$ cat config.mk
export PLATFORM = sky130hd
export DESIGN_NAME = numeric_literal_scanner
export DESIGN_NICKNAME = d
export VERILOG_FILES = /design/src/design/nls_pkg.sv /design/src/design/numeric_literal_scanner.sv /design/src/design/nls_front.sv /design/src/design/nls_queue.sv /design/src/design/nls_back.sv
export SDC_FILE = /design/constraint.sdc
export NUM_CORES = 1
export LEC_CHECK = 0
export BUFFER_PORTS_ARGS = -buffer_cell sky130_fd_sc_hd__buf_2
export CAP_MARGIN = 10
export CORE_MARGIN = 2
export CORE_UTILIZATION = 35
export DETAILED_ROUTE_END_ITERATION = 8
export GPL_ROUTABILITY_DRIVEN = 0
export GPL_TIMING_DRIVEN = 0
export PLACE_DENSITY = 0.49
export SETUP_SLACK_MARGIN = 0.05
export SYNTH_ARGS = -nofsm -noshare
export SYNTH_HDL_FRONTEND = slang
export SYNTH_HIERARCHICAL = 1
export SYNTH_SLANG_ARGS = --single-unit
$ cat constraint.sdc
create_clock -name clk -period 3.1 [get_ports clk]
set_input_delay 0.62 -clock clk [delete_from_list [all_inputs] [get_ports clk]]
set_output_delay 0.62 -clock clk [all_outputs]
set_load 0.03 [all_outputs]
$ cat src/design/nls_pkg.sv
// Shared types and constants for the numeric literal scanner.
package nls_pkg;

  localparam int CHAR_W = 8;
  localparam int LEN_W = 8;
  localparam int STATUS_W = 3;
  localparam int LEN_MAX = 255;
  localparam int QUEUE_DEPTH = 4;
  localparam int QPTR_W = $clog2(QUEUE_DEPTH);
  localparam int QCNT_W = $clog2(QUEUE_DEPTH + 1);

  localparam logic [STATUS_W-1:0] ST_NUMBER   = 3'd0;
  localparam logic [STATUS_W-1:0] ST_BAD_HEX  = 3'd1;
  localparam logic [STATUS_W-1:0] ST_BAD_BIN  = 3'd2;
  localparam logic [STATUS_W-1:0] ST_BAD_DEC  = 3'd3;
  localparam logic [STATUS_W-1:0] ST_BAD_FRAC = 3'd4;
  localparam logic [STATUS_W-1:0] ST_BAD_EXP  = 3'd5;

  localparam logic [CHAR_W-1:0] CH_ZERO  = 8'h30;  // '0'
  localparam logic [CHAR_W-1:0] CH_ONE   = 8'h31;  // '1'
  localparam logic [CHAR_W-1:0] CH_NINE  = 8'h39;  // '9'
  localparam logic [CHAR_W-1:0] CH_LC_A  = 8'h61;  // 'a'
  localparam logic [CHAR_W-1:0] CH_LC_F  = 8'h66;  // 'f'
  localparam logic [CHAR_W-1:0] CH_UC_A  = 8'h41;  // 'A'
  localparam logic [CHAR_W-1:0] CH_UC_F  = 8'h46;  // 'F'
  localparam logic [CHAR_W-1:0] CH_LC_X  = 8'h78;  // 'x'
  localparam logic [CHAR_W-1:0] CH_UC_X  = 8'h58;  // 'X'
  localparam logic [CHAR_W-1:0] CH_LC_B  = 8'h62;  // 'b'
  localparam logic [CHAR_W-1:0] CH_UC_B  = 8'h42;  // 'B'
  localparam logic [CHAR_W-1:0] CH_DOT   = 8'h2E;  // '.'
  localparam logic [CHAR_W-1:0] CH_LC_E  = 8'h65;  // 'e'
  localparam logic [CHAR_W-1:0] CH_UC_E  = 8'h45;  // 'E'
  localparam logic [CHAR_W-1:0] CH_PLUS  = 8'h2B;  // '+'
  localparam logic [CHAR_W-1:0] CH_MINUS = 8'h2D;  // '-'
  localparam logic [CHAR_W-1:0] CH_UNDER = 8'h5F;  // '_'

  // character class flags, computed once in the front end
  typedef struct packed {
    logic is_zero;
    logic is_bin;
    logic is_dec;
    logic is_hex;
    logic is_x;
    logic is_b;
    logic is_dot;
    logic is_e;
    logic is_sign;
    logic is_us;
  } cls_t;

  typedef struct packed {
    logic start;
    cls_t cls;
  } q_entry_t;

  // phases that persist between characters
  typedef enum logic [7:0] {
    PH_IDLE     = 8'b0000_0001,
    PH_ZERO     = 8'b0000_0010,
    PH_INT      = 8'b0000_0100,
    PH_FRAC     = 8'b0000_1000,
    PH_EXP_SIGN = 8'b0001_0000,
    PH_EXP      = 8'b0010_0000,
    PH_HEX      = 8'b0100_0000,
    PH_BIN      = 8'b1000_0000
  } phase_t;

endpackage

$ cat src/design/numeric_literal_scanner.sv
// Numeric literal scanner: decimal, hex and binary literal recognition, one char per request.
//
// Input channel: char_valid / char_stall with start_new and char_code. A request is
// taken on a rising edge with char_valid high and char_stall low. start_new opens a
// new literal; code 0 marks end of input and ends a literal like any other stop char.
// Output channel: result_valid / result_stall with status and length. At most one result per
// literal, issued on the request whose character cannot extend it (not counted).
// Requests after a result and before the next start produce nothing.
// Throughput: one request per cycle while char_stall is low. The front end classifies each
// character into a four-entry queue; the back end state machine retires one queue entry
// per cycle unless a stalled result holds it. An ending request is written into the queue,
// popped by the back end once it reaches the head, and its result is registered for output.
// Stall: a stalled result holds in the output register; the back end stops popping,
// the queue fills, and char_stall rises once four requests are waiting.
// Reset (rst, synchronous): queue emptied, scanner idle, no result pending.
// length saturates at MAX_LENGTH, or at 255 if MAX_LENGTH is larger, and never exceeds 255.
module numeric_literal_scanner #(
  parameter int MAX_LENGTH = 255
) (
  input  logic                            clk,
  input  logic                            rst,
  input  logic                            char_valid,
  output logic                            char_stall,
  input  logic                            start_new,
  input  logic [nls_pkg::CHAR_W-1:0]      char_code,
  output logic                            result_valid,
  input  logic                            result_stall,
  output logic [nls_pkg::STATUS_W-1:0]    status,
  output logic [nls_pkg::LEN_W-1:0]       length
);

  logic push, pop, q_full, q_not_empty;
  nls_pkg::q_entry_t push_data, q_head;

  nls_front u_front (
    .char_valid (char_valid),
    .start_new  (start_new),
    .char_code  (char_code),
    .q_full     (q_full),
    .char_stall (char_stall),
    .push       (push),
    .push_data  (push_data)
  );

  nls_queue u_queue (
    .clk       (clk),
    .rst       (rst),
    .push      (push),
    .push_data (push_data),
    .pop       (pop),
    .full      (q_full),
    .not_empty (q_not_empty),
    .head      (q_head)
  );

  nls_back #(
    .MAX_LENGTH (MAX_LENGTH)
  ) u_back (
    .clk          (clk),
    .rst          (rst),
    .q_not_empty  (q_not_empty),
    .q_head       (q_head),
    .pop          (pop),
    .result_valid (result_valid),
    .result_stall (result_stall),
    .status       (status),
    .length       (length)
  );

endmodule

$ cat src/design/nls_front.sv
// Front end: takes characters and classifies them into the request queue.
module nls_front (
  input  logic                         char_valid,
  input  logic                         start_new,
  input  logic [nls_pkg::CHAR_W-1:0]   char_code,
  input  logic                         q_full,
  output logic                         char_stall,
  output logic                         push,
  output nls_pkg::q_entry_t            push_data
);

  nls_pkg::cls_t cls;

  always_comb begin
    cls.is_zero = (char_code == nls_pkg::CH_ZERO);
    cls.is_bin  = (char_code == nls_pkg::CH_ZERO) || (char_code == nls_pkg::CH_ONE);
    cls.is_dec  = (char_code >= nls_pkg::CH_ZERO) && (char_code <= nls_pkg::CH_NINE);
    cls.is_hex  = cls.is_dec
                  || ((char_code >= nls_pkg::CH_LC_A) && (char_code <= nls_pkg::CH_LC_F))
                  || ((char_code >= nls_pkg::CH_UC_A) && (char_code <= nls_pkg::CH_UC_F));
    cls.is_x    = (char_code == nls_pkg::CH_LC_X) || (char_code == nls_pkg::CH_UC_X);
    cls.is_b    = (char_code == nls_pkg::CH_LC_B) || (char_code == nls_pkg::CH_UC_B);
    cls.is_dot  = (char_code == nls_pkg::CH_DOT);
    cls.is_e    = (char_code == nls_pkg::CH_LC_E) || (char_code == nls_pkg::CH_UC_E);
    cls.is_sign = (char_code == nls_pkg::CH_PLUS) || (char_code == nls_pkg::CH_MINUS);
    cls.is_us   = (char_code == nls_pkg::CH_UNDER);
  end

  assign char_stall = q_full;
  assign push = char_valid && !q_full;
  assign push_data = '{start: start_new, cls: cls};

endmodule

$ cat src/design/nls_queue.sv
// Short request queue between the front end and the scanner back end.
module nls_queue (
  input  logic                 clk,
  input  logic                 rst,
  input  logic                 push,
  input  nls_pkg::q_entry_t    push_data,
  input  logic                 pop,
  output logic                 full,
  output logic                 not_empty,
  output nls_pkg::q_entry_t    head
);

  nls_pkg::q_entry_t entries [nls_pkg::QUEUE_DEPTH];
  logic [nls_pkg::QPTR_W-1:0] wr_ptr;
  logic [nls_pkg::QPTR_W-1:0] rd_ptr;
  logic [nls_pkg::QCNT_W-1:0] count;

  assign full = (count == nls_pkg::QCNT_W'(nls_pkg::QUEUE_DEPTH));
  assign not_empty = (count != '0);
  assign head = entries[rd_ptr];

  always_ff @(posedge clk) begin
    if (push) begin
      entries[wr_ptr] <= push_data;
    end
  end

  always_ff @(posedge clk) begin
    if (rst) begin
      wr_ptr <= '0;
      rd_ptr <= '0;
      count <= '0;
    end else begin
      if (push) begin
        wr_ptr <= wr_ptr + 1'b1;
      end
      if (pop) begin
        rd_ptr <= rd_ptr + 1'b1;
      end
      if (push && !pop) begin
        count <= count + 1'b1;
      end else if (pop && !push) begin
        count <= count - 1'b1;
      end
    end
  end

  a_count_bound: assert property (@(posedge clk) disable iff (rst)
    count <= nls_pkg::QCNT_W'(nls_pkg::QUEUE_DEPTH))
    else $error("queue count beyond depth");

  a_no_pop_empty: assert property (@(posedge clk) disable iff (rst)
    pop |-> not_empty)
    else $error("pop from empty queue");

endmodule

$ cat src/design/nls_back.sv
// Back end: literal scanning state machine, length counter and result register.
module nls_back #(
  parameter int MAX_LENGTH = 255
) (
  input  logic                            clk,
  input  logic                            rst,
  input  logic                            q_not_empty,
  input  nls_pkg::q_entry_t               q_head,
  output logic                            pop,
  output logic                            result_valid,
  input  logic                            result_stall,
  output logic [nls_pkg::STATUS_W-1:0]    status,
  output logic [nls_pkg::LEN_W-1:0]       length
);

  localparam int COUNT_W = $clog2(MAX_LENGTH + 1);

  nls_pkg::phase_t phase, phase_next;
  logic digit_seen, digit_seen_next;
  logic [COUNT_W-1:0] count, count_next, cur_count;
  logic consume, done;
  logic [nls_pkg::STATUS_W-1:0] status_next;
  logic [nls_pkg::LEN_W-1:0] len_sat;
  nls_pkg::cls_t c;

  assign c = q_head.cls;
  assign pop = q_not_empty && (!result_valid || !result_stall);

  always_comb begin
    cur_count = q_head.start ? '0 : count;
    consume = 1'b0;
    done = 1'b0;
    status_next = nls_pkg::ST_NUMBER;
    phase_next = phase;
    digit_seen_next = q_head.start ? 1'b0 : digit_seen;
    if (q_head.start) begin
      if (c.is_zero) begin
        consume = 1'b1;
        phase_next = nls_pkg::PH_ZERO;
      end else if (c.is_dec || c.is_us) begin
        consume = 1'b1;
        phase_next = nls_pkg::PH_INT;
        digit_seen_next = c.is_dec;
      end else begin
        done = 1'b1;
        status_next = nls_pkg::ST_BAD_DEC;
      end
    end else begin
      unique case (phase)
        nls_pkg::PH_IDLE: begin
          // waiting for a start; character dropped
        end
        nls_pkg::PH_ZERO: begin
          consume = 1'b1;
          if (c.is_x) begin
            phase_next = nls_pkg::PH_HEX;
            digit_seen_next = 1'b0;
          end else if (c.is_b) begin
            phase_next = nls_pkg::PH_BIN;
            digit_seen_next = 1'b0;
          end else if (c.is_dec) begin
            phase_next = nls_pkg::PH_INT;
            digit_seen_next = 1'b1;
          end else if (c.is_dot) begin
            phase_next = nls_pkg::PH_FRAC;
            digit_seen_next = 1'b0;
          end else if (c.is_e) begin
            phase_next = nls_pkg::PH_EXP_SIGN;
            digit_seen_next = 1'b0;
          end else begin
            consume = 1'b0;
            done = 1'b1;
          end
        end
        nls_pkg::PH_INT: begin
          if (c.is_dec || c.is_us) begin
            consume = 1'b1;
            digit_seen_next = digit_seen || c.is_dec;
          end else if (!digit_seen) begin
            done = 1'b1;
            status_next = nls_pkg::ST_BAD_DEC;
          end else if (c.is_dot) begin
            consume = 1'b1;
            phase_next = nls_pkg::PH_FRAC;
            digit_seen_next = 1'b0;
          end else if (c.is_e) begin
            consume = 1'b1;
            phase_next = nls_pkg::PH_EXP_SIGN;
            digit_seen_next = 1'b0;
          end else begin
            done = 1'b1;
          end
        end
        nls_pkg::PH_FRAC: begin
          if (c.is_dec || c.is_us) begin
            consume = 1'b1;
            digit_seen_next = digit_seen || c.is_dec;
          end else if (!digit_seen) begin
            done = 1'b1;
            status_next = nls_pkg::ST_BAD_FRAC;
          end else if (c.is_e) begin
            consume = 1'b1;
            phase_next = nls_pkg::PH_EXP_SIGN;
            digit_seen_next = 1'b0;
          end else begin
            done = 1'b1;
          end
        end
        nls_pkg::PH_EXP_SIGN: begin
          // sign is optional: otherwise fall into the exponent digits
          if (c.is_sign || c.is_dec || c.is_us) begin
            consume = 1'b1;
            phase_next = nls_pkg::PH_EXP;
            digit_seen_next = c.is_dec;
          end else begin
            done = 1'b1;
            status_next = nls_pkg::ST_BAD_EXP;
          end
        end
        nls_pkg::PH_EXP: begin
          if (c.is_dec || c.is_us) begin
            consume = 1'b1;
            digit_seen_next = digit_seen || c.is_dec;
          end else begin
            done = 1'b1;
            status_next = digit_seen ? nls_pkg::ST_NUMBER : nls_pkg::ST_BAD_EXP;
          end
        end
        nls_pkg::PH_HEX: begin
          if (c.is_hex || c.is_us) begin
            consume = 1'b1;
            digit_seen_next = digit_seen || c.is_hex;
          end else begin
            done = 1'b1;
            status_next = digit_seen ? nls_pkg::ST_NUMBER : nls_pkg::ST_BAD_HEX;
          end
        end
        nls_pkg::PH_BIN: begin
          if (c.is_bin || c.is_us) begin
            consume = 1'b1;
            digit_seen_next = digit_seen || c.is_bin;
          end else begin
            done = 1'b1;
            status_next = digit_seen ? nls_pkg::ST_NUMBER : nls_pkg::ST_BAD_BIN;
          end
        end
        default: begin
          phase_next = nls_pkg::PH_IDLE;
          digit_seen_next = 1'b0;
        end
      endcase
    end
    if (done) begin
      phase_next = nls_pkg::PH_IDLE;
      digit_seen_next = 1'b0;
    end
    if (consume && (cur_count < COUNT_W'(MAX_LENGTH))) begin
      count_next = cur_count + 1'b1;
    end else begin
      count_next = cur_count;
    end
  end

  // clamp the count to what the length field holds
  generate
    if (COUNT_W > nls_pkg::LEN_W) begin : g_clamp
      assign len_sat = (cur_count > COUNT_W'(nls_pkg::LEN_MAX)) ?
                       nls_pkg::LEN_W'(nls_pkg::LEN_MAX) : cur_count[nls_pkg::LEN_W-1:0];
    end else begin : g_extend
      assign len_sat = nls_pkg::LEN_W'(cur_count);
    end
  endgenerate

  always_ff @(posedge clk) begin
    if (rst) begin
      phase <= nls_pkg::PH_IDLE;
      digit_seen <= 1'b0;
      count <= '0;
    end else if (pop) begin
      phase <= phase_next;
      digit_seen <= digit_seen_next;
      count <= count_next;
    end
  end

  always_ff @(posedge clk) begin
    if (rst) begin
      result_valid <= 1'b0;
    end else if (pop && done) begin
      result_valid <= 1'b1;
    end else if (!result_stall) begin
      result_valid <= 1'b0;
    end
  end

  always_ff @(posedge clk) begin
    if (pop && done) begin
      status <= status_next;
      length <= len_sat;
    end
  end

  a_done_to_idle: assert property (@(posedge clk) disable iff (rst)
    (pop && done) |=> (phase == nls_pkg::PH_IDLE))
    else $error("scanner not idle after a result");

  a_idle_clear: assert property (@(posedge clk) disable iff (rst)
    (phase == nls_pkg::PH_IDLE) |-> !digit_seen)
    else $error("digit flag set while idle");

  a_no_overwrite: assert property (@(posedge clk) disable iff (rst)
    (result_valid && result_stall) |-> !pop)
    else $error("request taken while result is held");

  a_status_range: assert property (@(posedge clk) disable iff (rst)
    result_valid |-> (status <= nls_pkg::ST_BAD_EXP))
    else $error("result status out of range");

endmodule

## After elaboration in Yosys (flattened, before gate mapping)

Memories as Yosys holds them, arrays and structs flattened. A register that Yosys moved wholly into a read port is not among the register bits.
Cells that the tools add are included.
W data, S select, Z words.

- $lt $le $gt $ge: 7
- Add/subtract/negate cells: 5
- Equality and inequality tests: 29
- Reduce and logical (&&, ||, !) cells: 34
- Muxes and demuxes: 91

Operator list:

| cell | count |
|---|---|
| $mux W8 | 16 |
| $eq A8 B7 Y1 const B | 8 |
| $mux W1 | 53 |
| $eq A8 B6 Y1 const B | 6 |
| $pmux W8 S5 | 1 |
| $mux W3 | 12 |
| $pmux W3 S6 | 1 |
| $ge A8 B7 Y1 const B | 2 |
| $le A8 B7 Y1 const B | 2 |
| $logic_or A1 B1 Y1 | 16 |
| $pmux W1 S7 | 2 |
| $ne A4 B1 Y1 const B | 3 |
| $mux W2 | 5 |
| $logic_and A1 B1 Y1 | 9 |
| $add A8 B1 Y8 const B | 1 |
| $eq A8 B1 Y1 const B | 1 |
| $eq A8 B2 Y1 const B | 1 |
| $eq A8 B3 Y1 const B | 1 |
| $eq A8 B4 Y1 const B | 1 |
| $eq A8 B5 Y1 const B | 1 |
| $eq A8 B8 Y1 const B | 1 |
| $ge A8 B6 Y1 const B | 1 |
| $le A8 B6 Y1 const B | 1 |
| $lt A8 B8 Y1 const B | 1 |
| other kinds (14) | 20 |

- Register bits after elaboration: 36
- Word-level logic and storage cells: 176
- Output and inout bits: 13
- Memories kept: 1
- Input bits: 13
- Bits in writable memories: 44

Memory list:

| name | words | bits a word | read ports | clocked after memory_dff | write ports | line | source |
|---|---|---|---|---|---|---|---|
| u_queue.entries | 4 | 11 | 1 | 1 | 1 | nls_queue.sv:13 | `nls_pkg::q_entry_t entries [nls_pkg::QUEUE_DEPTH];` |

## Logic depth before layout (Yosys ltp)

- Depth in word-level cells: 9
- Gate-level depth with buffers: 13
- Mapped depth without buffers: 10

## Modules after synthesis

Netlist, hierarchy kept.

By module, submodules not included:

| module | sequential area each (µm²) | times used | cells each | area an instance (µm²) |
|---|---|---|---|---|
| nls_back | 690.7 | 1 | 231 | 2047.0 |
| nls_queue | 1501.4 | 1 | 101 | 2019.4 |
| nls_front | 0.0 | 1 | 28 | 197.7 |

## Worst setup path before layout

Ideal clock, no wire load.

- Path type: reg-to-reg
- Start: register (tool-made name)
- End: register u_back/length[0] in the netlist's numbering, enable pin
- Slack: -0.068 ns
- Arrival time: 2.815 ns
- Cell stages (with the launch flop): 10
- Data required time: 2.747 ns
- Period minus slack after synthesis: 3.168 ns
- Buffers on the path: 2
- Library setup time: 0.353 ns
- Cells stage by stage: dfxtp_1 buf_6 mux4_2 clkbuf_8 or4_1 or2_2 o32ai_4 a311oi_2 o21ai_0 and2_1

RTL lines:

| element | line | source |
|---|---|---|
| end signal: assignment | nls_back.sv:199 | `length <= len_sat;` |
| end: declaration | nls_back.sv:13 | `output logic [nls_pkg::LEN_W-1:0] length` |

==> impl_metrics.json <==
{
  "end_of_the_worst_hold_path": "u_back/result_valid",
  "setup_slack_ps": 122,
  "num_ports": 26,
  "syn-instance-count": 360,
  "synth_seq_cells": 82,
  "hpwlAfterDp_um": 6390,
  "worst_setup_hold_path_clk_slew_ps": 60,
  "edff_count_synth": 55,
  "layout.filler_cells": 1113,
  "endpoint_of_the_most_critical_register_to_register_path": "u_back/phase[2]",
  "cts_made_buffers": 9,
  "slew-limit-headroom_pct": 52.3,
  "drv_slew": 0,
  "cap_violations": 0,
  "layout-area-overhead-vs-synth_pct": 19.7,
  "drive_gt1_share_pct": 29.5,
  "timing.critical_path.fanout_max": 7,
  "synth.net_count": 380,
  "cell_taking_the_most_area_after_synthesis": "sky130_fd_sc_hd__edfxtp_1",
  "critPathRequiredTime_ps": 3300,
  "timing.setup.critical_path_class": "register to register",
  "dpl_cell_area_um2": 4560,
  "hold_depth": 2,
  "reg2reg_slack_ps": 120,
  "clock_path_buffers": 2,
  "finish.net_count": 429,
  "route.detailed.drc": 0,
  "floorplan.initialDensity_pct": 35.6,
  "setup_clock_skew_after_layout_ps": 8.93,
  "achievable-frequency_mhz": 336,
  "post_drt_via_cell_ratio": 5.34,
  "worst_slew_pin_slew_ps": 709,
  "die_width_um": 114,
  "tritoncts": "built",
  "n_antenna_cell": 0,
  "total_power_mw": 4.39,
  "fin_area_um2": 5110,
  "detail_route.first_pass.iterations": 4,
  "design.core.area_um2": 12000,
  "yosysUniqueCellTypes": 77,
  "post-place-ws_ps": -485,
  "routedWlPerCell_um": 16.8,
  "ys.flop_type": "sky130_fd_sc_hd__edfxtp_1",
  "synth_top_cells_by_count": "55 x sky130_fd_sc_hd__edfxtp_1, 30 x sky130_fd_sc_hd__nor2_1, 27 x sky130_fd_sc_hd__dfxtp_1, 26 x sky130_fd_sc_hd__nand2_1, 20 x sky130_fd_sc_hd__o21ai_0",
  "vias": 2996,
  "setup_violations": 0,
  "vdd_ir_drop_max_mv": 0.370,
  "cts.sinks": 82,
  "remaining_antenna_violation_count": 0,
  "grt_overflow_total": 0,
  "synth_most_common_cell": "sky130_fd_sc_hd__edfxtp_1",
  "seq_area_frac_synth_pct": 51.4,
  "final.min_clock_period_ps": 2980,
  "grt_start_max_net_pins": 15,
  "syn_area_um2": 4260,
  "grt_usage_pct": 15.2,
  "drt-initial-drc-count": 155,
  "cp_data_arrival_time_ps": 3180,
  "io_buffers": 22,
  "clock_latency_ps": 340,
  "ys_async_sr_fraction_pct": 0,
  "die_area_um2": 13100,
  "grt_pass1_wl_um": 15100,
  "dieHeight_um": 114,
  "postSynthAreaPerCell_um2": 11.8,
  "cellPowerDensity_nw_per_um2": 860,
  "grt_pass1_vias": 2847,
  "post-synth-top-area-fraction_pct": 38.7,
  "synth.area.top_cells": "sky130_fd_sc_hd__edfxtp_1 39%, sky130_fd_sc_hd__dfxtp_1 13%, sky130_fd_sc_hd__mux4_2 5.3%, sky130_fd_sc_hd__nor2_1 2.6%, sky130_fd_sc_hd__o21ai_0 2.3%",
  "startpoint_type": "register",
  "power_leakage_nw": 1.73,
  "holdCritStartpoint": "u_back/result_valid",
  "outcome": "finished, final reports clean",
  "num_rows": 40,
  "hold_class": "register to register",
  "worstSetupEndpointType": "register",
  "final_hold_viol_count": 0,
  "antenna_found_initial": 0,
  "depth_of_the_most_critical_reg_to_reg_path": 9,
  "cts_root_buf": "sky130_fd_sc_hd__clkbuf_16",
  "ys.warnings.count": 6,
  "grt_setup_unrepaired": "yes",
  "cts.htree.levels": 3,
  "total_routed_length_um": 9400,
  "period_share_pct": 96.1
}
-- layout by cell type (no fill, tap or decap), drive strengths merged, types with 3 or more instances in the layout --
master  instances
clkbuf         19
nor4            8
a31oi           6
dfxtp          27
o32ai           3
xor2            4
a22oi           3
nor3           13
or3             7
nand2          27
nor2           31
nand3           7
and2            8
nand4           5
nor2b          11
ha              6
nand2b          5
buf            46
o21ai          20
edfxtp         55
inv            11
or2             7
xnor2           5
or2b            3
mux4           11
a21oi          16
nor3b           3
and3            4
-- logic make-up after synthesis --
family | count (synthesis) | synth area share [%]
flip-flops | 82 | 51.4
multiplexers | 14 | 6.63
AO/OA/AOI/OAI | 73 | 13.4
XOR/XNOR | 9 | 1.85
AND/OR/NAND/NOR | 147 | 19.8
adder cells (fa/ha/maj) | 7 | 2.23
buffers and inverters | 28 | 4.72
-- flip-flops by register name, indices dropped and copies added, names as in the netlist, named ones only --
name                 count
u_back/count             8
u_back/digit_seen        1
u_back/length            8
u_back/phase             8
u_back/result_valid      1
u_back/status            3
u_queue/count            3
u_queue/entries         44
u_queue/rd_ptr           2
u_queue/wr_ptr           2
-- worst max path at each step --
stage,startpoint,endpoint,depth (start not counted)
2_1_floorplan,register,u_back/length[0],9
3_3_place_gp,register,u_back/status[2],9
3_5_place_dp,register,u_back/length[5],9
4_1_cts,register,u_back/count[3],13
5_1_grt,register,u_back/count[3],13
6_report,register,u_back/phase[2],9
-- power by group --
group          total [mW]  switching (mW)  internal (mW)
registers            1.42          0.0931           1.33
logic                1.89            1.10          0.793
clock network        1.08           0.429          0.647
-- worst max-delay path, cell delays in order, from the launching register on --
cell	delay (ps)
sky130_fd_sc_hd__dfxtp_2	350
sky130_fd_sc_hd__buf_8	140
sky130_fd_sc_hd__mux4_2	600
sky130_fd_sc_hd__or4_4	550
sky130_fd_sc_hd__or2_4	250
sky130_fd_sc_hd__o32ai_4	180
sky130_fd_sc_hd__a311oi_4	120
sky130_fd_sc_hd__a31o_4	300
sky130_fd_sc_hd__a221oi_2	280
sky130_fd_sc_hd__nor3_2	70
-- layout make-up --
type	count	area, um2	area share (%)
inverter	10	41.3	0.809
tap	147	184	3.60
clock buffer	10	239	4.68
multi-input combinational	251	1980	38.7
clock inverter	6	63.8	1.25
sequential	82	2190	43.0
buffer	17	164	3.21
timing repair buffer	38	243	4.75
-- routing by layer --
layer	GRT usage [%]	routed length (um)
met5	0	0
met4	5.53	140
met3	3.76	372
met2	24.7	4430
met1	19.9	4450
-- timing repair --
action / CTS / global route
pin swaps: 6 / 7
hold buffers: 0 / 0
gates cloned: 2 / 0
setup buffers: 10 / 5
resized for setup: 23 / 5
endpoints found under the setup margin: 28 / 23
endpoints found under the hold margin: 0 / 0
-- metrics by stage --
step	util, %	hold slack (ps)	setup TNS, ps	instances
6_report	42.7	479	0	561
3_5_place_dp	38.1	470	-8620	529
5_1_grt	42.7	476	0	561
3_3_place_gp	38.1	444	-7920	529
2_1_floorplan	-	434	0	360
4_1_cts	42.3	470	0	557
Note: power is estimated with default switching activity, not from simulation.
